--- src/hw/rtl/rpj_pkg.sv ---
// Shared types and constants of the disparity to point reprojection block.
`default_nettype none
package rpj_pkg;

  // Magnitude of a numerator product, of the disparity and of a partial remainder.
  localparam int NumW = 36;
  localparam int DivW = 16;
  localparam int RemW = 16;
  localparam int CfgIdxW = 3;
  localparam int CfgDataW = 20;

  // Register indexes of the configuration port.
  typedef enum logic [CfgIdxW-1:0] {
    REG_FOCAL = 3'd0,
    REG_CCOL  = 3'd1,
    REG_CROW  = 3'd2,
    REG_BASE  = 3'd3,
    REG_INVD  = 3'd4
  } cfg_reg_t;

  typedef struct packed {
    logic [15:0]        focal;
    logic [15:0]        ccol;
    logic [15:0]        crow;
    logic [19:0]        base;
    logic signed [15:0] invd;
  } cfg_t;

  // Word as it travels through the divider stages.
  typedef struct packed {
    logic [11:0]        col;
    logic [11:0]        row;
    logic signed [15:0] disp;
    logic [7:0]         gray;
    logic               invalid;
    logic               neg_x;
    logic               neg_y;
    logic               neg_z;
    logic [DivW-1:0]    dmag;
    logic [NumW-1:0]    nq_x;
    logic [NumW-1:0]    nq_y;
    logic [NumW-1:0]    nq_z;
    logic [RemW-1:0]    r_x;
    logic [RemW-1:0]    r_y;
    logic [RemW-1:0]    r_z;
  } pipe_t;

endpackage
`default_nettype wire

--- src/hw/rtl/rpj_front.sv ---
// Front stages: offset differences, invalid test, products and sign split.
`default_nettype none
module rpj_front import rpj_pkg::*; (
  input  wire logic        clk,
  input  wire logic        rst,
  input  wire logic        adv,
  input  wire logic        in_valid,
  input  wire logic [47:0] in_data,
  input  wire cfg_t        cfg,
  output logic             out_valid,
  output pipe_t            out_word
);

  logic               a_valid;
  logic [11:0]        a_col;
  logic [11:0]        a_row;
  logic signed [15:0] a_disp;
  logic [7:0]         a_gray;
  logic               a_invalid;
  logic signed [17:0] a_dx;
  logic signed [17:0] a_dy;

  logic signed [15:0] in_disp;
  logic [16:0]        dx_mag;
  logic [16:0]        dy_mag;
  logic [16:0]        d_mag;

  assign in_disp = in_data[39:24];

  // Stage A: register the word, form the signed offsets and test the disparity.
  always_ff @(posedge clk) begin
    if (rst) begin
      a_valid <= 1'b0;
    end else if (adv) begin
      a_valid <= in_valid;
    end
    if (adv) begin
      a_col     <= in_data[11:0];
      a_row     <= in_data[23:12];
      a_disp    <= in_disp;
      a_gray    <= in_data[47:40];
      a_invalid <= (in_disp == 16'sd0) || (in_disp == cfg.invd);
      a_dx      <= $signed({2'b00, in_data[11:0], 4'b0000}) - $signed({2'b00, cfg.ccol});
      a_dy      <= $signed({2'b00, in_data[23:12], 4'b0000}) - $signed({2'b00, cfg.crow});
    end
  end

  // Magnitudes for the unsigned products and the unsigned divider.
  always_comb begin
    dx_mag = a_dx[17] ? 17'(-a_dx) : a_dx[16:0];
    dy_mag = a_dy[17] ? 17'(-a_dy) : a_dy[16:0];
    d_mag  = a_disp[15] ? 17'(-$signed({a_disp[15], a_disp})) : {1'b0, a_disp};
  end

  // Stage B: one multiplier per coordinate, signs carried beside.
  always_ff @(posedge clk) begin
    if (rst) begin
      out_valid <= 1'b0;
    end else if (adv) begin
      out_valid <= a_valid;
    end
    if (adv) begin
      out_word.col     <= a_col;
      out_word.row     <= a_row;
      out_word.disp    <= a_disp;
      out_word.gray    <= a_gray;
      out_word.invalid <= a_invalid;
      out_word.neg_x   <= a_dx[17] ^ a_disp[15];
      out_word.neg_y   <= a_dy[17] ^ a_disp[15];
      out_word.neg_z   <= a_disp[15];
      out_word.dmag    <= d_mag[DivW-1:0];
      out_word.nq_x    <= NumW'(dx_mag[15:0]) * NumW'(cfg.base);
      out_word.nq_y    <= NumW'(dy_mag[15:0]) * NumW'(cfg.base);
      out_word.nq_z    <= NumW'(cfg.focal) * NumW'(cfg.base);
      out_word.r_x     <= '0;
      out_word.r_y     <= '0;
      out_word.r_z     <= '0;
    end
  end

endmodule
`default_nettype wire

--- config.mk ---
export PLATFORM = sky130hd
export DESIGN_NAME = rpj_front
export DESIGN_NICKNAME = d
export VERILOG_FILES = /design/src/hw/rtl/rpj_pkg.sv /design/src/hw/rtl/rpj_front.sv
export SDC_FILE = /design/constraint.sdc
export NUM_CORES = 2
export LEC_CHECK = 0
export BUFFER_PORTS_ARGS = -buffer_cell sky130_fd_sc_hd__buf_2
export CAP_MARGIN = 5
export CORE_UTILIZATION = 60
export DETAILED_ROUTE_END_ITERATION = 6
export PLACE_DENSITY_LB_ADDON = 0.12
export SLEW_MARGIN = 20
export SYNTH_ARGS = -nofsm -noshare
export SYNTH_HDL_FRONTEND = slang
export SYNTH_SLANG_ARGS = --single-unit
--- constraint.sdc ---
create_clock -name clk -period 16.1 [get_ports clk]
set_input_delay 1.61 -clock clk [delete_from_list [all_inputs] [get_ports clk]]
set_output_delay 1.61 -clock clk [all_outputs]
set_load 0.005 [all_outputs]
# Word-level counts from Yosys, hierarchy flattened

Index checks and enable logic that the tools add are counted.

Register bits: 261
Output and inout bits: 225
Logic and storage cells: 38

Mux-type cells: 3
Multipliers: 3
$add $sub $neg: 5
Equality and inequality tests: 1
Bitwise operators: 2
Reductions and logical operators: 2

Operators by type and width:

| kind               | number |
|---|---|
| $mul A16 B20 Y36   | 3 |
| $neg A16 Y16       | 3 |
| $sub A16 B16 Y17   | 2 |
| $mux W16           | 2 |
| $eq A16 B16 Y1     | 1 |
| $logic_not A16 Y1  | 1 |
| $mux W15           | 1 |
| $xor A1 B1 Y1      | 2 |
| $logic_or A1 B1 Y1 | 1 |

# Longest topological paths before layout

Depth after elaboration: 3
Gate-level depth with buffers: 29
Mapped depth without buffers: 27

# Worst setup path before layout

OpenSTA, ideal clock, no wires.

Kind: input to register
Start: input port cfg[35] in the netlist's numbering
End: register out_word[83] in the netlist's numbering, data pin
Library setup time: 0.259 ns
Stages on the path: 21
Setup slack: 8.745 ns
Buffers on the path: 3
Data arrival time: 7.096 ns
Path through: clkbuf_1 clkbuf_1 nand2_1 fa_1 inv_1 fa_1 inv_1 fa_1 fa_1 fa_1 inv_1 fa_1 ha_1 buf_4 nand4_2 or3_1 or4_1 a211oi_1 a221oi_1 o21ai_1 xnor2_1

Longest elaborated chain between the ends: 1

Ends and longest elaborated chain:

| what             | line            | RTL |
|---|---|---|
| start, declared  | rpj_front.sv:9  | `input wire cfg_t cfg,` |
| $mul A16 B20 Y36 | rpj_front.sv:74 | `out_word.nq_z <= NumW'(cfg.focal) * NumW'(cfg.base);` |
| end, declared    | rpj_front.sv:11 | `output pipe_t out_word` |

No other way between the ends.
A chain may end at the register's enable or synchronous reset.

# Worst setup path in the final report

Start: register a_dx[0]
End: register out_word[153] in the netlist's numbering, data pin

Longest elaborated chain between the ends: 3

Ends and longest elaborated chain:

| what                   | line            | RTL |
|---|---|---|
| start, declared        | rpj_front.sv:20 | `logic signed [17:0] a_dx;` |
| start signal, assigned | rpj_front.sv:43 | `a_dx <= $signed({2'b00, in_data[11:0], 4'b0000}) - $signed({2'b00, cfg.ccol});` |
| $neg A16 Y16           | rpj_front.sv:50 | `dx_mag = a_dx[17] ? 17'(-a_dx) : a_dx[16:0];` |
| $mux W16 *             | rpj_front.sv:50 |  |
| $mul A16 B20 Y36 *     | rpj_front.sv:72 | `out_word.nq_x <= NumW'(dx_mag[15:0]) * NumW'(cfg.base);` |

Every way passes the cells marked *; elsewhere a longest branch is shown, timed or not.

==> flow_summary_export.csv <==
group,metric,value,unit
global_routing,antenna_found_initial,7,
placement,place_hpwl,72300,µm
setup_path,r2r_end,"out_word[153]",
global_routing,grt_max_degree,125,
setup_path,path_class,"flip-flop to flip-flop",
synthesis,syn-cell-area,0.04187,mm²
die,rows,96,
synthesis,synth_top_cell_area_share,35.86,%
run,maxCapViolations,0,
global_routing,grt_pass1_wl,162000,µm
clock_network,cts_setup_buffers,0,
setup_path,arrival,8.35,ns
die,core,0.06883,mm²
routing,via_per_inst,5.457,
synthesis,yosysMostFrequentCell,"inv_1",
clock_network,clk_pin_slew_worst_paths,0.06,ns
synthesis,synthArstFlopShare,0,%
synthesis,postSynthCellCount,4341,
global_routing,grt_pass1_vias,31517,
timing,min_period,7.987,ns
placement,gp_congestion,0.9002,
clock_network,insertion_delay,0.63,ns
setup_path,r2r_cells,23,
layout,seqCellArea,0.007757,mm²
placement,port_buffers,312,
synthesis,synth_flop_cell,"edfxtp_1",
setup_path,max_stage_delay,0.89,ns
routing,drtAntennaViolNets,0,
routing,drt_iter0_drc,1801,
routing,drt_pre_antenna_iters,5,
setup_path,r2r-start,"a_dx[0]",
synthesis,synth_warnings,0,
timing,maxSlewHeadroom,24.40,%
timing,finClkSkew,0.03974,ns
setup_path,cp_top_family,"adder cells",
clock_network,numCtsBuffers,29,
setup_path,critPathMaxFanout,23,
timing,period_share,49.61,%
clock_network,clock_sinks,259,
die,start_util,60.83,%
timing,slew_violations,0,
hold_path,hold_depth,0,
synthesis,synth-seq-area-share,18.53,%
routing,num_vias,29826,
setup_path,cp_common_cell,"fa_1",
setup_path,crit_path_end_kind,"flip-flop",
global_routing,grtUsageTotal,28.85,%
setup_path,r2r_slack,8.11,ns
synthesis,synthTopCellsByArea,"fa_1 (36%), edfxtp_1 (18%), ha_1 (11%)",
timing,fmaxAchievable,125.2,MHz
status,outcome,"finished clean",
die,ios,361,
die,fp.dieW,266.2,µm
layout,drive_gt1_share,9.225,%
clock_network,cts-root-buf,"clkbuf_16",
synthesis,yosys-top-cells-count,"inv_1 (864), fa_1 (750), nand2_1 (664)",
routing,routedWlPerCell,17.84,µm
routing,wirelength,97530,µm
clock_network,htreeDepth,1,
setup_path,cp.depth,23,
clock_network,cts_hold_buf,0,
synthesis,synth_cell_type_count,69,
layout,n_fill_cell,5789,
synthesis,avgSynthCellArea,9.644,µm²
routing,drc,0,
timing,rsz0062_at_grt,"no",
layout,multi_input_area,0.02991,mm²
setup_path,endpoint,"out_word[153]",
setup_path,crit_slowest_cell,"edfxtp_1",
setup_path,crit_path_start_kind,"flip-flop",
synthesis,synth_edf_count,257,
setup_path,path_cells,"nor2_1 > a21boi_0 > xor2_2 > nand2_1 > fa_1 > inv_1 > fa_1 > inv_1 > fa_1 > inv_1 > fa_1 > fa_1 > inv_1 > fa_1 > inv_1 > ha_1 > a21oi_1 > o21ai_0 > a221oi_1 > o31ai_1 > o221ai_1 > o21ai_0 > xor2_1",
layout,area_growth,7.346,%
clock_network,cts_tree,"yes",
timing,setup_viol_count_final,0,
clock_network,cts_resized,0,
clock_network,clk_path_buf_depth,3,
setup_path,path_buf_inv,5,
global_routing,overflow,0,
timing,worst_slew_pin_slew,1.128,ns
synthesis,synth_area_leader_cell,"fa_1",
setup_path,required,16.46,ns
die,dieArea,0.07084,mm²
synthesis,ys_seq_elements,259,
setup_path,startpoint,"a_dx[0]",
timing,finalHoldViolations,0,
layout,final_nets,5748,
hold_path,min_path_type,"flip-flop to flip-flop",
timing,setup_tns,0,ns
die,die_y,266.2,µm
-- sequential cells by signal, indices dropped and copies added (netlist names) --
name / flops
a_dy: 17
out_valid: 1
a_row: 12
a_valid: 1
a_invalid: 1
a_col: 12
a_gray: 8
out_word: 174
a_dx: 17
a_disp: 16
-- metal layers --
metal	global-route usage [%]	up-vias	routed length [µm]
li1	-	13604	-
met1	38.07	15113	40010
met2	49.83	934	48950
met3	3.854	173	5842
met4	8.295	2	2720
met5	0	-	10
-- area by class of cell --
cell class | instances | area share, %
clock inverters | 17 | 0.4399
multi-input cells | 2998 | 66.55
flip-flops and latches | 259 | 17.26
well taps | 931 | 2.592
diodes | 4 | 0.02227
clock buffers | 36 | 1.673
repair buffers | 357 | 4.249
inverters | 864 | 7.216
-- stage by stage --
step / hold WS, ns / utilization (%) / cells / cell area (µm²) / setup slack (ns)
final: 0.4162 / 65.30 / 5466 / 44940 / 8.113
after detailed placement: 0.4054 / 63.87 / 5409 / 43960 / 8.029
after global placement: 0.4005 / 63.87 / 5409 / 43960 / 8.068
after floorplan: 0.4003 / - / 4388 / 42040 / 8.745
after global routing: 0.4217 / 65.30 / 5466 / 44940 / 7.556
after CTS: 0.4177 / 65.25 / 5462 / 44910 / 8.059
-- placed cells by master, fill, tap and decap left out, types with 6 or more instances in the layout --
master / n
clkbuf_16: 29
a21o_1: 55
o21a_1: 13
inv_1: 864
o211ai_1: 14
nor2_1: 74
xnor2_1: 117
fa_1: 750
and2_1: 380
nor2b_1: 13
clkbuf_1: 7
a21oi_1: 109
or4_1: 6
ha_1: 353
o21bai_1: 17
a221oi_1: 7
or3_1: 6
a21boi_0: 7
a31oi_1: 15
a211oi_1: 15
edfxtp_1: 257
buf_4: 45
xor2_1: 54
o41ai_1: 6
nand2b_1: 10
o21ai_0: 79
conb_1: 48
nand2_1: 664
nor4_1: 16
nor3_1: 19
buf_2: 311
nand4_1: 19
and3_1: 10
o31ai_1: 20
nand3_1: 35
clkinv_1: 7
-- worst min-delay path by stage --
stage	slack, ns	start	to
final	0.42	a_col[11]	out_word[223]
after CTS	0.42	a_col[7]	out_word[219]
after floorplan	0.40	a_invalid	out_word[175]
after global routing	0.42	a_col[11]	out_word[223]
after detailed placement	0.41	a_row[10]	out_word[210]
after global placement	0.40	a_gray[7]	out_word[183]
-- cell families after synthesis --
family / Yosys count / share of synthesized area, %
compound gates: 398 / 6.145
xor+xnor: 176 / 3.682
fa+ha+maj: 1103 / 46.41
buf+inv: 1131 / 10.62
flops: 259 / 18.53
mux: 5 / 0.1196
other cells: 1 / 0.008957
simple gates: 1268 / 14.48
Power is not shown: default switching activity piles up to over one toggle a cycle in this logic, so the estimate is an artifact.
