File: config.mk
export PLATFORM = sky130hd
export DESIGN_NAME = rpj_div_step
export DESIGN_NICKNAME = d
export VERILOG_FILES = /design/src/hw/rtl/rpj_pkg.sv /design/src/hw/rtl/rpj_div_step.sv
export SDC_FILE = /design/constraint.sdc
export NUM_CORES = 1
export LEC_CHECK = 0
export ABC_AREA = 1
export BUFFER_PORTS_ARGS = -buffer_cell sky130_fd_sc_hd__clkbuf_2
export CAP_MARGIN = 40
export CORE_AREA = 2 2 176 178
export CTS_CLUSTER_SIZE = 8
export DETAILED_ROUTE_END_ITERATION = 16
export DIE_AREA = 0 0 178 180
export PLACE_DENSITY = 0.66
export SLEW_MARGIN = 20
export SYNTH_ARGS = -nofsm -noshare
export SYNTH_HDL_FRONTEND = slang
export SYNTH_SLANG_ARGS = --single-unit
File: constraint.sdc
create_clock -name clk -period 1.8 [get_ports clk]
set_input_delay 0.09 -clock clk [delete_from_list [all_inputs] [get_ports clk]]
set_output_delay 0.09 -clock clk [all_outputs]
set_load 0.01 [all_outputs]
File: src/hw/rtl/rpj_pkg.sv
// Shared types and constants of the disparity to point reprojection block.
`default_nettype none
package rpj_pkg;

  // Magnitude of a numerator product, of the disparity and of a partial remainder.
  localparam int NumW = 36;
  localparam int DivW = 16;
  localparam int RemW = 16;
  localparam int CfgIdxW = 3;
  localparam int CfgDataW = 20;

  // Register indexes of the configuration port.
  typedef enum logic [CfgIdxW-1:0] {
    REG_FOCAL = 3'd0,
    REG_CCOL  = 3'd1,
    REG_CROW  = 3'd2,
    REG_BASE  = 3'd3,
    REG_INVD  = 3'd4
  } cfg_reg_t;

  typedef struct packed {
    logic [15:0]        focal;
    logic [15:0]        ccol;
    logic [15:0]        crow;
    logic [19:0]        base;
    logic signed [15:0] invd;
  } cfg_t;

  // Word as it travels through the divider stages.
  typedef struct packed {
    logic [11:0]        col;
    logic [11:0]        row;
    logic signed [15:0] disp;
    logic [7:0]         gray;
    logic               invalid;
    logic               neg_x;
    logic               neg_y;
    logic               neg_z;
    logic [DivW-1:0]    dmag;
    logic [NumW-1:0]    nq_x;
    logic [NumW-1:0]    nq_y;
    logic [NumW-1:0]    nq_z;
    logic [RemW-1:0]    r_x;
    logic [RemW-1:0]    r_y;
    logic [RemW-1:0]    r_z;
  } pipe_t;

endpackage
`default_nettype wire

File: src/hw/rtl/rpj_div_step.sv
// One restoring division step for the three coordinate lanes.
`default_nettype none
module rpj_div_step import rpj_pkg::*; (
  input  wire logic clk,
  input  wire logic rst,
  input  wire logic adv,
  input  wire logic in_valid,
  input  wire pipe_t in_word,
  output logic      out_valid,
  output pipe_t     out_word
);

  pipe_t nxt;

  // Shift the next numerator bit into the remainder, subtract when it fits,
  // and shift the quotient bit in where the numerator bit left.
  function automatic logic [RemW+NumW-1:0] step(input logic [RemW-1:0] r,
                                               input logic [NumW-1:0] nq,
                                               input logic [DivW-1:0] d);
    logic [RemW-1:0] trial;
    logic            ge;
    trial = {r[RemW-2:0], nq[NumW-1]};
    ge    = trial >= d;
    return {(ge ? trial - d : trial), nq[NumW-2:0], ge};
  endfunction

  always_comb begin
    nxt = in_word;
    {nxt.r_x, nxt.nq_x} = step(in_word.r_x, in_word.nq_x, in_word.dmag);
    {nxt.r_y, nxt.nq_y} = step(in_word.r_y, in_word.nq_y, in_word.dmag);
    {nxt.r_z, nxt.nq_z} = step(in_word.r_z, in_word.nq_z, in_word.dmag);
  end

  always_ff @(posedge clk) begin
    if (rst) begin
      out_valid <= 1'b0;
    end else if (adv) begin
      out_valid <= in_valid;
    end
    if (adv) begin
      out_word <= nxt;
    end
  end

endmodule
`default_nettype wire

; ---- Word level (Yosys, flattened, before mapping)
; Cells that the tools add are included.
[op_classes]
add_sub_neg = 3
magnitude_cmp = 3
mux = 3
[op_table]
columns = op, count
row1 = 16-bit greater-or-equal comparator, 3
row2 = 16-bit two-way mux, 3
row3 = 16-bit subtractor, 3
[totals]
inputBits = 228
out_inout_bits = 225
regBits = 225

; ---- Depth between registers and ports, before layout
; Gate-level depths: netlist of run 1.
[depth]
word_depth = 2
mapped_depth = 14

; ---- Worst setup path after synthesis of run 1
; No wires, ideal clock.
[synth_path]
path_type = in2reg
startpoint = input in_word[119] (netlist bit)
endpoint = register out_word[17] (netlist bit), data pin
n_path_buf = 1
setup_slack_ps = 29
arrival_ps = 1517
required_ps = 1545
setup_ps = 255
cell_stages = 12
cell_sequence = inv_1 -> ha_1 -> fa_1 -> inv_1 -> nand2_1 -> nand2_1 -> nand3_1 -> nand2_1 -> nand2_2 -> nand3_4 -> buf_8 -> o21ai_2
[synth_lines]
columns = item, line
row1 = "start, declared", rpj_div_step.sv:8  ; input wire pipe_t in_word,
row2 = "end signal, assigned", rpj_div_step.sv:41  ; out_word <= nxt;
row3 = "end, declared", rpj_div_step.sv:10  ; output pipe_t out_word

==> results of run 1 <==
-- power by group through the flow --
| stage | Combinational, uW | Sequential, uW | Clock [uW] |
|---|---|---|---|
| floorplan | 1210 | 6850 | 0 |
| global placement | 2990 | 6610 | 0 |
| detailed placement | 3040 | 6620 | 0 |
| CTS | 3460 | 6520 | 5930 |
| global route | 4020 | 6570 | 6150 |
| finish | 3710 | 6530 | 5790 |
-- worst min-delay path, cell delays in order --
cell      delay, ns
clkbuf_2       0.09
inv_1          0.06
o21ai_0        0.15
-- stage by stage --
stage / power, uW / TNS [ns]
4_1_cts: 15900 / 0
3_5_place_dp: 9660 / -7.20
6_report: 16000 / 0
3_3_place_gp: 9600 / -4.98
2_1_floorplan: 8060 / 0
5_1_grt: 16700 / -0.427
-- cell type report --
class / count / share of cell area [%]
timing repair buffer: 774 / 29.8
tap: 396 / 2.72
antenna: 5 / 0.0687
sequential: 225 / 37.1
multi-input combinational: 605 / 21.2
inverter: 184 / 3.82
clock buffer: 45 / 5.02
clock inverter: 4 / 0.220
-- kinds of logic (layout without fill, tap and decap cells) --
group	count (synthesis)	in the layout	synth area share [%]
simple gates	490	490	20.3
flops	225	225	61.9
buf+inv	191	1007	7.23
fa+ha+maj	51	51	6.06
compound gates	43	43	2.83
xor+xnor	20	20	1.61
mux	1	1	0.0918
other cells	0	5	0
-- layer usage --
layer | track usage (%) | wire length, um | up-vias
li1 | - | - | 4961
met1 | 31.5 | 17300 | 4846
met2 | 42.4 | 20400 | 401
met3 | 5.50 | 2970 | 103
met4 | 12.2 | 2040 | 6
met5 | 0 | 37 | -
-- final timing paths --
kind / endpoint / slack [ns]
worst max-delay path: out_word[19] / 0.05
worst min-delay path: out_word[1] / 0.009
worst max register to register: out_valid / 0.64
worst min register to register: out_valid / 1.07
-- state kept, by name, indices dropped and copies added (netlist names) --
name and flops:
out_valid 1, out_word 224
-- cell usage in the layout, fill, tap and decap left out, types with 8 or more instances in the layout --
cell type | Yosys | routed
and2_1 | 12 | 12
clkbuf_1 | 0 | 10
clkbuf_2 | 0 | 437
dlygate4sd3_1 | 0 | 212
buf_4 | 0 | 105
xor2_1 | 18 | 18
edfxtp_1 | 224 | 224
buf_12 | 2 | 8
a21oi_1 | 19 | 18
inv_2 | 9 | 9
inv_1 | 175 | 174
ha_4 | 0 | 32
o21ai_2 | 18 | 18
nand3_1 | 39 | 38
nand3_2 | 17 | 18
clkbuf_16 | 0 | 37
nand2_1 | 326 | 308
nand2_2 | 17 | 32
nand4_1 | 22 | 22
ha_1 | 48 | 16
nor2_1 | 42 | 35
-- what timing repair did --
item	CTS	global route
endpoints found under the setup margin	0	48
resized for setup	0	81
buffers inserted	0	5
hold endpoints to repair	216	0
hold buffers	217	0
==> impl_metrics.prom, run 1 <==
# TYPE chip_impl_metric gauge
chip_impl_metric{name="fin_crit_sh",unit="%"} 97.4
chip_impl_metric{name="placementRows",unit=""} 64
chip_impl_info{name="worst_setup_path_end_kind",value="flop"} 1
chip_impl_metric{name="synth_top_cell_area_share",unit="%"} 61.7
chip_impl_metric{name="n_fill_cell",unit=""} 2426
chip_impl_info{name="synth_most_common_cell",value="nand2_1"} 1
chip_impl_metric{name="asyncSetResetFlopFracSynth",unit="%"} 0
chip_impl_info{name="synth.largest_area_cell",value="edfxtp_1"} 1
chip_impl_metric{name="layout.area.seq",unit="um^2"} 6750
chip_impl_metric{name="floorplan.core_area",unit="um^2"} 30200
chip_impl_info{name="cp_slowest_cell",value="dlygate4sd3_1"} 1
chip_impl_metric{name="total_area_of_multi_input_combinational_cells",unit="um^2"} 3870
chip_impl_metric{name="detailedPlace.worstSlack",unit="ns"} -0.178
chip_impl_metric{name="clock_skew",unit="ns"} 0
chip_impl_metric{name="worst_slack",unit="ns"} 0.0464
chip_impl_metric{name="detail_route.drc_violations",unit=""} 0
chip_impl_metric{name="dieArea",unit="um^2"} 32000
chip_impl_metric{name="via_per_inst",unit=""} 4.61
chip_impl_info{name="launching_element_type_of_the_critical_path",value="input pin"} 1
chip_impl_info{name="synth_area_leaders",value="edfxtp_1 (62%), nand2_1 (11%), inv_1 (6.0%)"} 1
chip_impl_metric{name="finalWeightedCongestion",unit=""} 0.895
chip_impl_metric{name="clk_path_buf_depth",unit=""} 3
chip_impl_metric{name="post_synth_inst_count",unit=""} 1021
chip_impl_metric{name="synthesized_flop_and_latch_total",unit=""} 225
chip_impl_metric{name="layout.core_utilization",unit="%"} 60.3
chip_impl_metric{name="synth_edf_count",unit=""} 224
chip_impl_metric{name="synthesis.area_per_instance",unit="um^2"} 10.7
chip_impl_info{name="crit_path_start",value="in_word[28]"} 1
chip_impl_metric{name="cap_viol_max_count",unit=""} 0
chip_impl_metric{name="finalNetCount",unit=""} 2103
chip_impl_metric{name="fmax",unit="MHz"} 570
chip_impl_metric{name="cp_data_required_time",unit="ns"} 2.05
chip_impl_info{name="timing_worst_setup_path_type",value="input pin to flop"} 1
chip_impl_metric{name="wl_per_cell",unit="um"} 19.1
chip_impl_metric{name="setup_violations",unit=""} 0
chip_impl_metric{name="grt_max_degree",unit=""} 55
chip_impl_metric{name="dieWidth",unit="um"} 178
chip_impl_info{name="cts_tree",value="yes"} 1
chip_impl_metric{name="placement.cell_area",unit="um^2"} 14500
chip_impl_metric{name="place_hpwl",unit="um"} 31900
chip_impl_info{name="worstHoldPathType",value="input pin to flop"} 1
chip_impl_metric{name="power.static_leakage",unit="uW"} 0.00881
chip_impl_metric{name="internal_power",unit="uW"} 11600
chip_impl_metric{name="timing.hold.ws",unit="ns"} 0.00932
chip_impl_metric{name="placed_cells_incl_taps",unit=""} 1970
chip_impl_metric{name="crit_cells",unit=""} 9
chip_impl_info{name="status",value="finished, final reports clean"} 1
chip_impl_metric{name="post_synth_instance_area",unit="um^2"} 10900
chip_impl_info{name="master_cell_of_the_clock_root_buffer",value="clkbuf_16"} 1
chip_impl_metric{name="slowest_delay",unit="ns"} 0.54
chip_impl_metric{name="pin_count",unit=""} 453
chip_impl_metric{name="worst-slew-pin-transition",unit="ns"} 0.466
chip_impl_metric{name="path_max_fanout",unit=""} 19
chip_impl_metric{name="cp.buffers_inverters",unit=""} 3
chip_impl_metric{name="global_route.usage.total",unit="%"} 25.6
chip_impl_info{name="timing.critical_path.max_delay_family",value="buffers and inverters"} 1
chip_impl_metric{name="clock_input_transition_at_the_sequential_cells_of_the_worst_setup_and_hold_paths",unit="ns"} 0.05
chip_impl_metric{name="cell_depth_of_the_worst_hold_path",unit=""} 3
chip_impl_metric{name="max-vdd-ir-drop",unit="mV"} 0.555
chip_impl_metric{name="grt_remaining_overflow",unit=""} 0
chip_impl_info{name="synth_common_cells",value="nand2_1 (326), edfxtp_1 (224), inv_1 (175)"} 1
chip_impl_metric{name="grt_pass1_wl",unit="um"} 60600
chip_impl_metric{name="cts-buffers-inserted",unit=""} 34
chip_impl_metric{name="effective_utilization_at_floorplan",unit="%"} 36.1
chip_impl_metric{name="total_detailed_routing_wirelength",unit="um"} 42800
chip_impl_metric{name="share_comb_of_total_power",unit="%"} 23.1
chip_impl_metric{name="synth.lib_cells_used.distinct",unit=""} 33
chip_impl_metric{name="power-per-cell-area",unit="nW/um^2"} 881
chip_impl_metric{name="crit_arrival",unit="ns"} 2.01
chip_impl_info{name="r2r_start",value="out_valid"} 1
chip_impl_metric{name="r2r_cells",unit=""} 3
chip_impl_metric{name="drtIter0Drc",unit=""} 650
chip_impl_metric{name="number_of_non_filler_instances_in_the_completed_layout",unit=""} 2238
chip_impl_metric{name="yosysSeqAreaShare",unit="%"} 61.9
chip_impl_metric{name="io_buffer_count",unit=""} 449
chip_impl_metric{name="die_height",unit="um"} 180
chip_impl_info{name="ys_dominant_reg_cell",value="edfxtp_1"} 1
chip_impl_info{name="hold_path.startpoint",value="in_word[0]"} 1
chip_impl_metric{name="netSwitchingFraction",unit="%"} 27.7
chip_impl_metric{name="first_global_vias",unit=""} 10300
chip_impl_metric{name="post-route-min-period",unit="ns"} 1.75
chip_impl_metric{name="slew_viol_final",unit=""} 0
chip_impl_metric{name="synth.net_count",unit=""} 1300
chip_impl_metric{name="timing_hold_violations_final",unit=""} 0
chip_impl_metric{name="clock_latency",unit="ns"} 0.50
chip_impl_metric{name="vias",unit=""} 10300
chip_impl_metric{name="area_growth_synth_to_finish",unit="%"} 66.9
chip_impl_metric{name="first_pass_iteration_count_of_the_detailed_router",unit=""} 5
chip_impl_metric{name="yosysWarningCount",unit=""} 0
chip_impl_metric{name="initial_antenna_violation_count",unit=""} 6
chip_impl_metric{name="seq_power_share",unit="%"} 40.7
chip_impl_metric{name="pwr-share-clk",unit="%"} 36.1
chip_impl_metric{name="clock_sinks",unit=""} 225
chip_impl_metric{name="net_sw_power",unit="uW"} 4450
chip_impl_metric{name="postLayoutCellArea",unit="um^2"} 18200
chip_impl_metric{name="drt.antenna.violating_nets",unit=""} 0
chip_impl_info{name="critical_path.cell_chain",value="dlygate4sd3_1 -> clkbuf_2 -> ha_1 -> nand2_1 -> nor3_4 -> nand2_2 -> nand3_4 -> buf_12 -> o21ai_2"} 1
chip_impl_metric{name="htree_num_levels",unit=""} 2
chip_impl_metric{name="timing.slew.headroom",unit="%"} 68.9
chip_impl_metric{name="fraction_of_layout_instances_using_a_drive_strength_above_1",unit="%"} 39.5
(Power assumes the default switching activity.)
==> run 2: changes to the inputs <==
CELL_PAD_IN_SITES_DETAIL_PLACEMENT = 0   (was unset)
CELL_PAD_IN_SITES_GLOBAL_PLACEMENT = 2   (was unset)
CORE_AREA = unset   (was 2 2 176 178)
CORE_MARGIN = 2   (was unset)
CORE_UTILIZATION = 26   (was unset)
DIE_AREA = unset   (was 0 0 178 180)
PLACE_DENSITY = unset   (was 0.66)
PLACE_DENSITY_LB_ADDON = 0.1   (was unset)
==> run 2 against run 1 <==
Sequential share of layout area shrank 1.1 points. Clock skew is the same. Design area grew 3.0%. Non-clock buffer count grew 77. Highest routed layer is now met4.
==> impl_metrics.prom, run 2 (same netlist as run 1, synthesis figures left out) <==
# TYPE chip_impl_metric gauge
chip_impl_info{name="status",value="finished, final reports clean"} 1
chip_impl_metric{name="drtIter0Drc",unit=""} 505
chip_impl_info{name="crit_path_start",value="in_word[41]"} 1
chip_impl_metric{name="timing_hold_violations_final",unit=""} 0
chip_impl_metric{name="r2r_cells",unit=""} 3
chip_impl_metric{name="clock_skew",unit="ns"} 0
chip_impl_metric{name="initial_antenna_violation_count",unit=""} 3
chip_impl_metric{name="cp_data_required_time",unit="ns"} 2.09
chip_impl_metric{name="layout.core_utilization",unit="%"} 45.0
chip_impl_metric{name="drt.antenna.violating_nets",unit=""} 0
chip_impl_metric{name="detail_route.drc_violations",unit=""} 0
chip_impl_metric{name="clock_latency",unit="ns"} 0.51
chip_impl_info{name="master_cell_of_the_clock_root_buffer",value="clkbuf_16"} 1
chip_impl_metric{name="timing.slew.headroom",unit="%"} 68.5
chip_impl_metric{name="fmax",unit="MHz"} 572
chip_impl_metric{name="dieArea",unit="um^2"} 43600
chip_impl_metric{name="dieWidth",unit="um"} 209
chip_impl_info{name="max_flop_register",value="out_word"} 1
chip_impl_metric{name="path_max_fanout",unit=""} 9
chip_impl_metric{name="grt_pass1_wl",unit="um"} 65100
chip_impl_metric{name="clk_path_buf_depth",unit=""} 3
chip_impl_metric{name="total_detailed_routing_wirelength",unit="um"} 45300
chip_impl_metric{name="grt_remaining_overflow",unit=""} 0
chip_impl_info{name="worstHoldPathType",value="input pin to flop"} 1
chip_impl_metric{name="fin_crit_sh",unit="%"} 97.2
chip_impl_metric{name="worst-slew-pin-transition",unit="ns"} 0.472
chip_impl_metric{name="fin_total_pwr",unit="uW"} 16100
chip_impl_metric{name="slew_viol_final",unit=""} 0
chip_impl_metric{name="detailedPlace.worstSlack",unit="ns"} -0.365
chip_impl_metric{name="global_route.usage.total",unit="%"} 20.2
chip_impl_metric{name="area_growth_synth_to_finish",unit="%"} 71.9
chip_impl_metric{name="pin_count",unit=""} 453
chip_impl_metric{name="die_height",unit="um"} 209
chip_impl_info{name="final_cell_mix",value="clkbuf_2 (440), nand2_1 (316), edfxtp_1 (224), dlygate4sd3_1 (216), buf_4 (178)"} 1
chip_impl_metric{name="r2r_slack",unit="ns"} 0.65
chip_impl_info{name="reg_top3",value="out_word: 224 flops, out_valid: 1 flops"} 1
chip_impl_metric{name="layout.area.seq",unit="um^2"} 6750
chip_impl_info{name="hold-path-endpoint",value="out_word[157]"} 1
chip_impl_metric{name="grt_max_degree",unit=""} 54
chip_impl_metric{name="flip_flop_count_of_the_largest_register_all_copies_and_words_added",unit=""} 224
chip_impl_metric{name="via_per_inst",unit=""} 4.16
chip_impl_metric{name="power.static_leakage",unit="uW"} 0.00914
chip_impl_metric{name="cts-buffers-inserted",unit=""} 34
chip_impl_metric{name="post-route-min-period",unit="ns"} 1.75
chip_impl_metric{name="vias",unit=""} 10200
chip_impl_info{name="timing_worst_setup_path_type",value="input pin to flop"} 1
chip_impl_info{name="leading_cell_type_in_the_layout_fill_and_taps_excluded",value="clkbuf_2"} 1
chip_impl_metric{name="number_of_non_filler_instances_in_the_completed_layout",unit=""} 2453
chip_impl_info{name="worst_setup_path_end_kind",value="flop"} 1
chip_impl_metric{name="placed_cells_incl_taps",unit=""} 2186
chip_impl_metric{name="cap_viol_max_count",unit=""} 0
chip_impl_metric{name="wl_per_cell",unit="um"} 18.5
chip_impl_info{name="unrepaired_setup_endpoints_after_global_routing",value="yes"} 1
chip_impl_metric{name="finalWeightedCongestion",unit=""} 0.816
chip_impl_metric{name="fraction_of_layout_instances_using_a_drive_strength_above_1",unit="%"} 40.7
chip_impl_metric{name="clock_input_transition_at_the_sequential_cells_of_the_worst_setup_and_hold_paths",unit="ns"} 0.05
chip_impl_metric{name="n_fill_cell",unit=""} 4102
chip_impl_info{name="cts_tree",value="yes"} 1
chip_impl_metric{name="setup_violations",unit=""} 0
chip_impl_metric{name="clock_sinks",unit=""} 225
chip_impl_metric{name="total_area_of_multi_input_combinational_cells",unit="um^2"} 3640
chip_impl_metric{name="effective_utilization_at_floorplan",unit="%"} 26.2
chip_impl_info{name="critical_path.reg2reg.endpoint",value="out_valid"} 1
chip_impl_metric{name="io_buffer_count",unit=""} 449
chip_impl_metric{name="placementRows",unit=""} 75
chip_impl_metric{name="cell_depth_of_the_worst_hold_path",unit=""} 2
chip_impl_metric{name="first_pass_iteration_count_of_the_detailed_router",unit=""} 4
chip_impl_metric{name="finalNetCount",unit=""} 2180
chip_impl_metric{name="first_global_vias",unit=""} 10400
chip_impl_info{name="r2r_start",value="out_valid"} 1
chip_impl_info{name="hold_path.startpoint",value="in_word[157]"} 1
chip_impl_metric{name="power-per-cell-area",unit="nW/um^2"} 861
chip_impl_metric{name="max-vdd-ir-drop",unit="mV"} 0.610
chip_impl_metric{name="htree_num_levels",unit=""} 2
chip_impl_metric{name="place_hpwl",unit="um"} 35200
chip_impl_metric{name="worst_slack",unit="ns"} 0.0508
chip_impl_metric{name="crit_arrival",unit="ns"} 2.04
chip_impl_info{name="launching_element_type_of_the_critical_path",value="input pin"} 1
chip_impl_metric{name="floorplan.core_area",unit="um^2"} 41700
==> run 2: cell count changes in the layout (fill, tap and decap cells not counted), moves of 5 or more <==
cell / delta
nand2_1: +8
nand2_2: -6
ha_4: -15
nor2_2: -5
nor2_1: +5
buf_4: +73
ha_1: +14
dlymetal6s4s_1: -5
==> run 2: worst max path at each step <==
stage,endpoint,slack (ns),cells after the start
2_1_floorplan,out_word[17],0.03,12
3_3_place_gp,out_word[15],-0.38,13
3_5_place_dp,out_word[14],-0.36,15
4_1_cts,out_word[20],0.006,10
5_1_grt,out_word[39],-0.004,13
6_report,out_word[39],0.05,13
==> run 2: layout make-up <==
class	count	area share [%]
flip-flops and latches	225	36.0
repair buffers	851	32.2
multi-input cells	605	19.4
clock buffers	40	4.66
inverters	184	3.68
well taps	539	3.60
clock inverters	6	0.394
diodes	3	0.0400
==> run 2: stage by stage <==
stage                     hold slack (ns)  setup TNS (ns)  area (um^2)
after CTS                         0.00171               0        18400
after global routing               0.0392        -0.00450        18700
after floorplan                     0.162               0        10900
final                              0.0307               0        18700
after detailed placement            0.259          -14.54        15200
after global placement              0.255          -13.38        15200
==> run 2: timing repair <==
| action | CTS | global route |
|---|---|---|
| setup endpoints to repair | 0 | 41 |
| buffers inserted | 0 | 7 |
| resized for setup | 0 | 42 |
| endpoints found under the hold margin | 245 | 0 |
| hold buffers | 216 | 0 |
==> run 2: power by group <==
| group | switching (uW) | total (uW) | internal (uW) |
|---|---|---|---|
| clock | 2360 | 5790 | 3430 |
| combinational | 2030 | 3850 | 1830 |
| sequential | 153 | 6510 | 6360 |
| total | 4540 | 16100 | 11600 |
==> run 2: worst max-delay path, stage by stage <==
cell           delay, ns
dlygate4sd3_1       0.54
clkbuf_2            0.15
ha_4                0.25
nand2_2             0.07
inv_2               0.04
nand2_1             0.07
nand2_2             0.07
a21oi_4             0.19
nand3_4             0.12
buf_12              0.16
buf_12              0.15
nand2_1             0.08
o21ai_2             0.05
==> run 2: per-layer routing <==
layer  vias up  part of all wire [%]  global-route usage (%)
met2       293                    48                    34.3
met4         0                   3.0                    6.65
met5         -                     0                       0
met3        59                   5.1                    4.42
met1      4742                    44                    25.5
li1       5114                     -                       -
