`src/hw/rtl/rpj_pkg.sv`:
```
// Shared types and constants of the disparity to point reprojection block.
`default_nettype none
package rpj_pkg;

  // Magnitude of a numerator product, of the disparity and of a partial remainder.
  localparam int NumW = 36;
  localparam int DivW = 16;
  localparam int RemW = 16;
  localparam int CfgIdxW = 3;
  localparam int CfgDataW = 20;

  // Register indexes of the configuration port.
  typedef enum logic [CfgIdxW-1:0] {
    REG_FOCAL = 3'd0,
    REG_CCOL  = 3'd1,
    REG_CROW  = 3'd2,
    REG_BASE  = 3'd3,
    REG_INVD  = 3'd4
  } cfg_reg_t;

  typedef struct packed {
    logic [15:0]        focal;
    logic [15:0]        ccol;
    logic [15:0]        crow;
    logic [19:0]        base;
    logic signed [15:0] invd;
  } cfg_t;

  // Word as it travels through the divider stages.
  typedef struct packed {
    logic [11:0]        col;
    logic [11:0]        row;
    logic signed [15:0] disp;
    logic [7:0]         gray;
    logic               invalid;
    logic               neg_x;
    logic               neg_y;
    logic               neg_z;
    logic [DivW-1:0]    dmag;
    logic [NumW-1:0]    nq_x;
    logic [NumW-1:0]    nq_y;
    logic [NumW-1:0]    nq_z;
    logic [RemW-1:0]    r_x;
    logic [RemW-1:0]    r_y;
    logic [RemW-1:0]    r_z;
  } pipe_t;

endpackage
`default_nettype wire

```
`src/hw/rtl/rpj_sat.sv`:
```
// Output stage: sign restore, clipping to 32 bits and the output register.
`default_nettype none
module rpj_sat import rpj_pkg::*; (
  input  wire logic   clk,
  input  wire logic   rst,
  input  wire logic   adv,
  input  wire logic   in_valid,
  input  wire pipe_t  in_word,
  output logic        out_valid,
  output logic [143:0] out_data,
  output logic [1:0]  out_user
);

  logic [31:0] x_c, y_c, z_c;
  logic        sx, sy, sz;

  function automatic logic [32:0] clip(input logic [NumW-1:0] q, input logic neg);
    if (neg) begin
      if (q > NumW'(36'h080000000)) return {1'b1, 32'h80000000};
      return {1'b0, 32'(32'd0 - q[31:0])};
    end
    if (q > NumW'(36'h07FFFFFFF)) return {1'b1, 32'h7FFFFFFF};
    return {1'b0, q[31:0]};
  endfunction

  always_comb begin
    {sx, x_c} = clip(in_word.nq_x, in_word.neg_x);
    {sy, y_c} = clip(in_word.nq_y, in_word.neg_y);
    {sz, z_c} = clip(in_word.nq_z, in_word.neg_z);
    if (in_word.invalid) begin
      x_c = 32'h7FFFFFFF;
      y_c = 32'h7FFFFFFF;
      z_c = 32'h7FFFFFFF;
    end
  end

  always_ff @(posedge clk) begin
    if (rst) begin
      out_valid <= 1'b0;
    end else if (adv) begin
      out_valid <= in_valid;
    end
    if (adv) begin
      out_data <= {in_word.gray, in_word.disp, in_word.row, in_word.col, z_c, y_c, x_c};
      out_user <= {in_word.invalid | sx | sy | sz, in_word.invalid};
    end
  end

endmodule
`default_nettype wire

```
`config.mk`:
```
export PLATFORM = sky130hd
export DESIGN_NAME = rpj_sat
export DESIGN_NICKNAME = d
export VERILOG_FILES = /design/src/hw/rtl/rpj_pkg.sv /design/src/hw/rtl/rpj_sat.sv
export SDC_FILE = /design/constraint.sdc
export NUM_CORES = 1
export LEC_CHECK = 0
export BUFFER_PORTS_ARGS = -buffer_cell sky130_fd_sc_hd__buf_2
export CAP_MARGIN = 30
export CORE_AREA = 8 8 141 143
export CTS_BUF_LIST = sky130_fd_sc_hd__clkbuf_8
export CTS_CLUSTER_SIZE = 12
export DETAILED_ROUTE_END_ITERATION = 6
export DIE_AREA = 0 0 149 151
export GPL_TIMING_DRIVEN = 0
export PLACE_DENSITY = 0.79
export SYNTH_ARGS = -nofsm -noshare
export SYNTH_HDL_FRONTEND = slang
export SYNTH_SLANG_ARGS = --single-unit
```
`constraint.sdc`:
```
create_clock -name clk -period 3 [get_ports clk]
set_clock_uncertainty 0.15 [all_clocks]
set_input_delay 0 -clock clk [delete_from_list [all_inputs] [get_ports clk]]
set_output_delay 0 -clock clk [all_outputs]
set_load 0.01 [all_outputs]
```
## After elaboration in Yosys (flattened, before gate mapping)

Cells that the tools add are included.

- Add/subtract/negate cells: 3
- Order comparisons: 6
- Multiplexer cells: 33
- Bitwise operators: 3

Operators with widths:

| operator | count |
|---|---|
| $mux W33 | 18 |
| $gt A36 B31 Y1 const B | 3 |
| $gt A36 B32 Y1 const B | 3 |
| $sub A1 B32 Y32 const A | 3 |
| $mux W1 | 15 |
| $or A1 B1 Y1 | 3 |

- Logic and storage cells: 49
- Bits of input ports: 228
- Bits in registers: 147
- Output and inout bits: 147

## Depth between registers and ports, before layout

Gate-level depths: netlist (run 1).

- Word-level depth: 11
- Gate-level depth with buffers: 10
- Gate-level depth less buffers: 8

## Worst setup path after synthesis (run 1)

OpenSTA, ideal clock, no wires.

- Kind: input-to-reg
- Start: input in_word[120] (netlist name)
- End: register out_user[1] (data pin)
- Path buffers: 0
- Data arrival time: 1.991 ns
- Stages on the path: 8
- Library setup time: 0.272 ns
- Required time: 2.578 ns
- Path slack: 0.588 ns
- Cells stage by stage: inv_1 > ha_1 > or3b_2 > nor3_2 > nand2_1 > o21ai_2 > nor2_1 > or4b_1

- Word-level cells in the longest chain between the ends: 11
- Elaborated cells on any way between the ends: 14
- Those cells by class: order compare (2); mux (9); bitwise (3)

Ends and longest elaborated chain:

| item | line | text |
|---|---|---|
| from (decl) | rpj_sat.sv:8 | `input wire pipe_t in_word,` |
| $gt A36 B32 Y1 | rpj_sat.sv:19 | `if (q > NumW'(36'h080000000)) return {1'b1, 32'h80000000};` |
| $mux W1 | rpj_sat.sv:19 |  |
| $mux W1 | rpj_sat.sv:18 | `if (neg) begin` |
| $mux W33 | rpj_sat.sv:20 | `return {1'b0, 32'(32'd0 - q[31:0])};` |
| $mux W33 | rpj_sat.sv:18 |  |
| $mux W33 | rpj_sat.sv:22 | `if (q > NumW'(36'h07FFFFFFF)) return {1'b1, 32'h7FFFFFFF};` |
| $mux W33 | rpj_sat.sv:23 | `return {1'b0, q[31:0]};` |
| $mux W33 (*) | rpj_sat.sv:22 |  |
| $or A1 B1 Y1 (*) (3 in a row) | rpj_sat.sv:45 | `out_user <= {in_word.invalid \| sx \| sy \| sz, in_word.invalid};` |
| to (signal assigned) | rpj_sat.sv:45 |  |
| to (decl) | rpj_sat.sv:11 | `output logic [1:0] out_user` |

Mark *: on every way between the ends. The rest lies on a longest branch, timed or not. The select of a mux whose other input is x is not followed.
A chain may end at the register's enable or synchronous reset.

## Final worst setup path (run 1)

- Start: input in_word[109] (netlist name)
- End: register out_data[46] (data pin)

- Word-level cells in the longest chain between the ends: 8
- Elaborated cells on any way between the ends: 11
- Those cells by class: order compare (2); mux (9)

Ends and longest elaborated chain:

| item | line | text |
|---|---|---|
| $gt A36 B32 Y1 | rpj_sat.sv:19 |  |
| $mux W1 | rpj_sat.sv:19 |  |
| $mux W1 | rpj_sat.sv:18 |  |
| $mux W33 | rpj_sat.sv:20 |  |
| $mux W33 | rpj_sat.sv:18 |  |
| $mux W33 | rpj_sat.sv:22 |  |
| $mux W33 | rpj_sat.sv:23 |  |
| $mux W33 (*) | rpj_sat.sv:22 |  |
| to (signal assigned) | rpj_sat.sv:44 | `out_data <= {in_word.gray, in_word.disp, in_word.row, in_word.col, z_c, y_c, x_c};` |
| to (decl) | rpj_sat.sv:10 | `output logic [143:0] out_data,` |

Marks and branches as above.

==> impl_results.md, run 1 <==
* Status: completed
* Seq pwr share at 50.6%
* Tightest Pin Transition at 880 ps
* Pre-CTS WS at -87.9 ps
* Combinational power share at 19.4%
* Max-slew violation count at 0
* Internal power at 3.46 mW
* Routed len/inst at 20.8 um
* Endpoints failing hold at 0
* Setup TNS at 0 ps
* Count of different cell masters after synthesis at 68
* # DRC at 0
* Post-Syn Area per Cell at 10.6 sq um
* Post-route non-filler standard cell count at 1,495
* Fin worst setup slack at 75.4 ps
* Initial antenna violation count at 0
* Fillers at 1,321
* Lkg Pwr at 4.57 nW
* DIE AREA at 0.0225 sq mm
* Number of synthesized flops with an enable pin at 146
* Worst-path clk slew at 80 ps
* Die Wd at 149 um
* Max VDD drop at 287 uV
* Crit path max fanout at 10
* Clk Latency, worst-skew pair at 460 ps
* TritonCTS buffer count at 17
* Iteration-0 DRC Markers at 888
* Max clock buf depth at 2
* Seq/Total Area, Yosys at 55.1%
* Worst Path Class, Setup: in2reg
* Min Clock Period, post-route at 2920 ps
* Top_reg_cell synth: edfxtp_1
* Sw frac at 29.5%
* Seq cells post-synth at 147
* Area grow syn2layout at 49.6%
* CTS Sinks at 147
* Yosys Warn Count at 0
* Starting Density at 45.3%
* Core area at 0.0177 sq mm
* Clk root buf: clkbuf_8
* Cell Area, Synth at 0.00799 sq mm
* Share of layout cells above drive strength 1 at 30.0%
* Grt ovf at 0
* Max-Cap Viols at 0
* H-tree levels at 4
* Placed insts at 1,293
* Nets at 1,482
* Synth Net Count at 987
* Arr. time, crit path at 2970 ps
* Crit path launch type: primary input
* Net switching power at 1.45 mW
* RePlAce Congestion at 0.946
* Die Span Y at 151 um
* Routed wire length at 31,100 um
* Fmax at 0.342 GHz
* Global-route wire length before repair at 48,000 um
* Critical path's slowest cell: nor4_1
* Critical-path cell list: dlygate4sd3_1 > buf_2 > or3_1 > nor4_1 > a41o_2 > nand2_1 > buf_2 > o311ai_0
* Antenna viol nets, final at 0
* Critical Path End Type: register
* Final setup vio count at 0
* Fin crit share at 97.5%
* Port buffer count at 307
* Largest stage delay, worst path at 580 ps
* Synth async-reset ratio at 0%
* PD cells at 410 mW/mm^2
* Most frequent cells in the layout: 310 x buf_2, 168 x dlygate4sd3_1, 146 x edfxtp_1
* Final total power at 4.90 mW
* Vias per cell at 5.92
* Worst Hold Class: in2reg
* Number of global-route vias before repair at 8,697
* Vias at 8,844
* Hpwl dp at 21,200 um
* Std cell rows at 49
* # IOs at 375
* DRT Pass-1 Iters at 6
* Slew HR at 40.9%
* Commonest non-fill, non-tap cell in the layout: buf_2
* CTS tree: yes
* Post-Synthesis Cells at 756
* Pin count of the biggest net entering global routing at 77
* Worst EP required at 3050 ps
* CP most frequent cell: buf_2
* Total Routing Usage GR at 27.0%
* Clock power share at 29.9%
==> worst paths after layout <==
| path | startpoint | to | slack (ps) | cells after the start |
|---|---|---|---|---|
| worst min register to register | out_valid$_SDFFE_PP0P_ | out_valid$_SDFFE_PP0P_ | 980 | 3 |
| worst min-delay path | in_word[51] | out_data[76]$_SDFFCE_PP1P_ | 30 | 4 |
| worst max-delay path | in_word[109] | out_data[46]$_SDFFCE_PP1P_ | 80 | 8 |
| worst max register to register | out_valid$_SDFFE_PP0P_ | out_valid$_SDFFE_PP0P_ | 1630 | 3 |
==> cell usage after synthesis, drive strengths merged (14+ instances only) <==
cell type / n / share of area [%]
a21oi: 60 / 3.8
nand2: 69 / 3.3
nor4: 22 / 2.3
or4: 24 / 2.4
a31oi: 20 / 1.6
or3: 16 / 1.4
clkbuf: 36 / 1.7
nor3: 32 / 2.1
o311ai: 14 / 1.5
o21ai: 53 / 3.4
nand3: 15 / 1.0
edfxtp: 146 / 55
inv: 18 / 0.85
o32a: 24 / 3.0
nor2: 71 / 3.3
==> worst max-delay path, delay by kind of cell <==
| family | cells | cell delay, ps |
|---|---|---|
| buf+inv | 3 | 930 |
| compound gates | 2 | 870 |
| simple gates | 3 | 1160 |
==> flip-flops by register name (all words and copies together), names as in the netlist <==
name       cells
out_valid      1
out_data     144
out_user       2
==> what timing repair did <==
| item | CTS | global route |
|---|---|---|
| resized for setup | 0 | 20 |
| setup buffers | 0 | 0 |
| hold endpoints to repair | 216 | 1 |
| hold buffers | 167 | 1 |
| endpoints found under the setup margin | 0 | 29 |
==> area by class of cell <==
cell class | count | area [sq um] | area share, %
inverters | 18 | 67.6 | 0.565
multi-input cells | 550 | 3420 | 28.6
diodes | 2 | 5.00 | 0.0419
repair buffers | 476 | 3250 | 27.2
clock buffers | 17 | 234 | 1.96
clock inverters | 15 | 119 | 0.994
well taps | 229 | 287 | 2.40
flip-flops and latches | 147 | 4400 | 36.8
plain buffers | 41 | 165 | 1.38
==> cell families (layout without fill, tap and decap cells) <==
| family | after synthesis | after routing | synth area share, % |
|---|---|---|---|
| simple gates | 297 | 297 | 20.3 |
| fa+ha+maj | 3 | 3 | 0.470 |
| flops | 147 | 147 | 55.1 |
| other cells | 0 | 2 | 0 |
| compound gates | 239 | 239 | 20.0 |
| mux | 5 | 5 | 0.626 |
| xor+xnor | 6 | 6 | 0.657 |
| buf+inv | 59 | 567 | 2.83 |
==> stage by stage <==
| stage | util, % | hold slack [ps] | instance area (sq um) |
|---|---|---|---|
| floorplan | - | -77.6 | 7990 |
| CTS | 67.3 | 0.0765 | 11900 |
| detailed placement | 55.8 | 28.2 | 9850 |
| global route | 67.7 | 10.7 | 12000 |
| global placement | 55.6 | 17.1 | 9820 |
| finish | 67.7 | 30.1 | 12000 |
==> power by group through the flow <==
stage	sequential (mW)	combinational [mW]	clock [mW]
final	2.48	0.953	1.47
after global routing	2.50	1.02	1.56
after CTS	2.48	0.928	1.48
after detailed placement	2.53	0.750	0
after global placement	2.53	0.734	0
after floorplan	2.62	0.194	0
==> per-layer routing <==
layer	up-vias	routed length (um)	track usage (%)	share of wire (%)
met4	0	668	8.03	2.1
li1	4002	-	-	-
met2	590	15300	46.2	49
met1	4180	11400	32.1	37
met3	72	3680	8.52	12
met5	-	0	0	0
No activity file was read; power rests on OpenSTA's default activity.
==> run 2: changes to the inputs <==
CORE_AREA = default   (was 8 8 141 143)
CORE_MARGIN = 8   (was default)
CORE_UTILIZATION = 46   (was default)
DIE_AREA = default   (was 0 0 149 151)
==> run 2 against run 1 <==
Net effect: utilization increased by 2.4 points; sequential share of layout area decreased by 0.12 points; the run now ends with setup timing left; final area increased by 0.34%; combinational power about the same; critical path depth increased by 2; clock power increased by 14%; largest power group unchanged; die area decreased by 2.9%; routed wire length increased by 3.2%; maximum frequency decreased by 4.3%; critical path type unchanged; count of clock-buffer cells in the layout unchanged; largest cell class unchanged.
==> impl_results.md, run 2 (synthesis results as in run 1) <==
* Largest regs: out_data (144), out_user (2), out_valid (1)
* Worst EP required at 3040 ps
* Pin count of the biggest net entering global routing at 85
* Critical path's slowest cell: dlygate4sd3_1
* Area grow syn2layout at 50.1%
* Nets at 1,480
* CTS tree: yes
* Hpwl dp at 21,100 um
* Clk root buf: clkbuf_8
* # DRC at 0
* Reg-to-reg startpoint: out_valid$_SDFFE_PP0P_
* Largest stage delay, worst path at 550 ps
* Clk Latency, worst-skew pair at 450 ps
* Initial antenna violation count at 1
* Grt ovf at 0
* Total Routing Usage GR at 28.2%
* Max-slew violation count at 0
* Status: finished, violations left
* Final hold slack at 50.8 ps
* Max-Cap Viols at 0
* RePlAce Congestion at 0.953
* Number of global-route vias before repair at 8,763
* WP buf/inv at 4
* Fillers at 1,238
* Max reg flops at 144
* Vias at 9,044
* Cell family with most CP delay: simple AND/OR/NAND/NOR gates
* Lkg Pwr at 4.61 nW
* Starting Density at 46.7%
* RSZ-0062 raised after global routing: true
* Critical Path End Type: register
* TritonCTS buffer count at 17
* Core area at 0.0171 sq mm
* Final setup vio count at 4
* Std cell rows at 48
* Port buffer count at 307
* Iteration-0 DRC Markers at 1,284
* Fin worst setup slack at -55.8 ps
* Antenna viol nets, final at 0
* Max clock buf depth at 2
* Slew HR at 40.6%
* Max VDD drop at 268 uV
* Worst-path clk slew at 90 ps
* Fin crit share at 102%
* Fin util at 70.1%
* # IOs at 375
* Reg2Reg Setup Slack at 1690 ps
* CTS Sinks at 147
* Vias per cell at 6.08
* Routed len/inst at 21.6 um
* Share of layout cells above drive strength 1 at 30.7%
* Crit path launch type: primary input
* CP Launch Point: in_word[91]
* Endpoints failing hold at 0
* Min Clock Period, post-route at 3060 ps
* H-tree levels at 4
* Launch point of the worst hold path: in_word[62]
* Fmax at 0.327 GHz
* DRT Pass-1 Iters at 6
* PD cells at 426 mW/mm^2
* DIE AREA at 0.0219 sq mm
* Worst Path Class, Setup: in2reg
* Global-route wire length before repair at 48,600 um
* Die Span Y at 148 um
* Crit path max fanout at 6
* Commonest non-fill, non-tap cell in the layout: buf_2
* Die Wd at 148 um
* Violated checks: setup timing
* Arr. time, crit path at 3100 ps
* Most frequent cells in the layout: 309 x buf_2, 161 x dlygate4sd3_1, 146 x edfxtp_1
* Routed wire length at 32,100 um
* Top reg by flops: out_data
* Tightest Pin Transition at 890 ps
* Critical-path cell list: dlygate4sd3_1 > buf_2 > or4_1 > clkbuf_1 > nor4_4 > buf_4 > and3_1 > a31oi_1 > a21oi_1 > or4b_1
* Worst Hold Class: in2reg
[run 2: routing by layer]
metal,track usage [%],wire [um]
met5,0,0
met4,12.9,1360
met3,7.31,3760
met2,47.4,15500
met1,33.3,11500
[run 2: worst paths after layout]
| path | to | cells after the start |
|---|---|---|
| worst min-delay path | out_data[79]$_SDFFCE_PP1P_ | 4 |
| worst max-delay path | out_user[1]$_DFFE_PP_ | 10 |
| worst min register to register | out_valid$_SDFFE_PP0P_ | 3 |
| worst max register to register | out_valid$_SDFFE_PP0P_ | 3 |
[run 2: metrics by stage]
step                      total power [mW]  instance area, sq um  TNS (ps)  instances  setup slack [ps]
after global routing                  5.28                 12000     -1190       1488              -123
after global placement                3.26                  9810      -176       1288              -127
after CTS                             5.08                 11900         0       1482             0.267
after detailed placement              3.28                  9850      -964       1289              -242
after floorplan                       2.82                  7990         0        756               588
final                                 5.11                 12000      -114       1488             -55.8
[run 2: layout make-up]
type	instances	area [sq um]	share of cell area, %
diodes	1	2.50	0.0209
plain buffers	41	169	1.41
clock buffers	17	234	1.95
clock inverters	15	190	1.59
inverters	18	67.6	0.563
multi-input cells	550	3430	28.6
flip-flops and latches	147	4400	36.7
well taps	225	282	2.35
repair buffers	474	3220	26.8
[run 2: worst reg2reg max path, stage by stage (launching register included)]
cell and delay (ps):
dfxtp_1 320, mux2i_1 120, nor2_1 60, dlygate4sd3_1 550
[run 2: report_power, final]
group	total [mW]	switching, mW	leakage, nW	internal [mW]
clock	1.67	0.887	0.211	0.779
sequential	2.49	0.0499	1.45	2.44
combinational	0.951	0.533	2.95	0.418
[run 2: repair_timing]
action                     4_1_cts  5_1_grt
hold buffers                   161        0
setup endpoints to repair        0       19
hold endpoints to repair       207        0
buffers inserted                 0        5
gates resized for setup          0       27
==> run 3: changes to the inputs <==
CORE_UTILIZATION = 40   (was 46)
PLACE_DENSITY = 0.7   (was 0.79)
==> run 3 against run 2 <==
Net effect: the run now ends clean; hold slack got worse by 17 ps; die area rose by 13%; critical path type unchanged; flip-flop and latch count unchanged; sequential share of layout area fell by 0.47 points; highest routed layer unchanged; critical endpoint is now out_data[12]$_SDFFCE_PP1P_; non-clock buffer count is 14 higher; clock power decreased by 4%; final area increased by 1.3%; power is 1.1% lower; maximum frequency rose by 4.1%.
==> impl_results.md, run 3 (synthesis results as in run 1) <==
* RePlAce Congestion at 0.946
* Pin count of the biggest net entering global routing at 89
* Core area at 0.0195 sq mm
* Std cell rows at 51
* Final hold slack at 33.3 ps
* Area grow syn2layout at 52.0%
* Worst-path clk slew at 100 ps
* # IOs at 375
* Total Routing Usage GR at 24.7%
* Most frequent cells in the layout: 309 x buf_2, 178 x dlygate4sd3_1, 146 x edfxtp_1
* Max reg flops at 144
* Sequential cell area at 0.00440 sq mm
* Clk Latency, worst-skew pair at 460 ps
* Starting Density at 40.9%
* Launch point of the worst hold path: in_word[61]
* # DRC at 0
* Hold path depth at 4
* Tightest Pin Transition at 910 ps
* Routed wire length at 31,700 um
* Fin util at 62.2%
* Die Span Y at 157 um
* Port buffer count at 307
* Arr. time, crit path at 3010 ps
* Largest regs: out_data (144), out_user (2), out_valid (1)
* DRT Pass-1 Iters at 6
* Global-route wire length before repair at 47,700 um
* Commonest non-fill, non-tap cell in the layout: buf_2
* Multi-input combinational cell area at 0.00340 sq mm
* H-tree levels at 4
* Initial antenna violation count at 1
* Fillers at 1,596
* Critical Path End Type: register
* Vias at 8,816
* Max VDD drop at 238 uV
* Max clock buf depth at 2
* Crit path launch type: primary input
* CTS Sinks at 147
* Vias per cell at 5.72
* Max-Cap Viols at 0
* Placed inst area at 0.00990 sq mm
* Reg-to-reg startpoint: out_valid$_SDFFE_PP0P_
* Final setup vio count at 0
* Antenna viol nets, final at 0
* Die Wd at 157 um
* Reg2Reg Setup Slack at 1710 ps
* Status: completed
* Worst Path Class, Setup: in2reg
* Max-slew violation count at 0
* Worst-case reg-to-reg path depth at 3
* Endpoints failing hold at 0
* Fmax at 0.341 GHz
* Final instance area at 0.0122 sq mm
* Nets at 1,494
* DIE AREA at 0.0248 sq mm
* Share of layout cells above drive strength 1 at 29.5%
* Crit path max fanout at 10
* Iteration-0 DRC Markers at 1,006
* Lkg Pwr at 4.63 nW
* Routed len/inst at 20.6 um
* WHS Endpoint: out_data[78]$_SDFFCE_PP1P_
* Slew HR at 39.0%
* Final total power at 5.05 mW
* Setup TNS at 0 ps
* PD cells at 416 mW/mm^2
* Hpwl dp at 21,800 um
* TritonCTS buffer count at 17
* Grt ovf at 0
* Worst EP required at 3070 ps
* Clk root buf: clkbuf_8
* Fin crit share at 97.8%
* Number of global-route vias before repair at 8,560
* Top reg by flops: out_data
* Min Clock Period, post-route at 2930 ps
* Worst R2R End: out_valid$_SDFFE_PP0P_
* CTS tree: yes
* Worst Hold Class: in2reg
run 3: cell count changes in the layout (fill, tap and decap cells not counted), moves of 3 or more:
cell	change
dlygate4sd3_1	+17
buf_4	-4
clkbuf_1	+4
clkbuf_2	-4
inv_8	+3
run 3: area by class of cell:
| type | instances | area share [%] |
|---|---|---|
| inverters | 18 | 0.556 |
| well taps | 265 | 2.73 |
| flip-flops and latches | 147 | 36.2 |
| plain buffers | 41 | 1.33 |
| multi-input cells | 550 | 28.0 |
| clock buffers | 17 | 1.93 |
| clock inverters | 15 | 1.45 |
| diodes | 1 | 0.0206 |
| repair buffers | 488 | 27.8 |
run 3: how the worst max path moves through the flow:
| stage | to | startpoint | slack, ps |
|---|---|---|---|
| 6_report | out_data[12]$_SDFFCE_PP1P_ | in_word[143] | 70 |
| 5_1_grt | out_data[51]$_SDFFCE_PP1P_ | in_word[92] | -30 |
| 4_1_cts | out_data[79]$_SDFFCE_PP1P_ | in_word[49] | 20 |
| 3_5_place_dp | out_user[1]$_DFFE_PP_ | in_word[120] | -170 |
| 3_3_place_gp | out_data[77]$_SDFFCE_PP1P_ | in_word[49] | -100 |
| 2_1_floorplan | out_user[1]$_DFFE_PP_ | in_word[120] | 590 |
run 3: power by group:
group | total (mW) | internal, mW | switching [mW] | leakage [nW]
combinational | 0.959 | 0.433 | 0.526 | 2.97
clock | 1.61 | 0.642 | 0.969 | 0.208
sequential | 2.48 | 2.44 | 0.0440 | 1.45
total | 5.05 | 3.51 | 1.54 | 4.63
run 3: per-stage QoR:
step	setup slack, ps	std cells
floorplan	588	756
global placement	-101	1328
detailed placement	-166	1329
CTS	20.8	1540
global route	-33.7	1542
finish	65.6	1542
run 3: layer usage:
layer  vias to the layer above  wire, um  part of all wire (%)  track usage [%]
li1                       4025         -                     -                -
met1                      4166     12300                    39             30.1
met2                       562     15200                    48             42.1
met3                        63      3480                    11             6.58
met4                         0       749                   2.4             7.25
met5                         -         0                     0                0
run 3: timing repair:
| item | in CTS | in global routing |
|---|---|---|
| setup endpoints to repair | 0 | 20 |
| setup buffers | 0 | 2 |
| endpoints found under the hold margin | 205 | 0 |
| gates resized for setup | 0 | 11 |
| hold buffers | 179 | 0 |
run 3: worst max-delay path, stage by stage:
cell and delay (ps):
dlygate4sd3_1 580, buf_2 200, nor4_2 70, and4_1 260
and3_1 210, a21oi_1 360, clkbuf_1 510, a21oi_1 80
o32a_1 190, dlygate4sd3_1 550
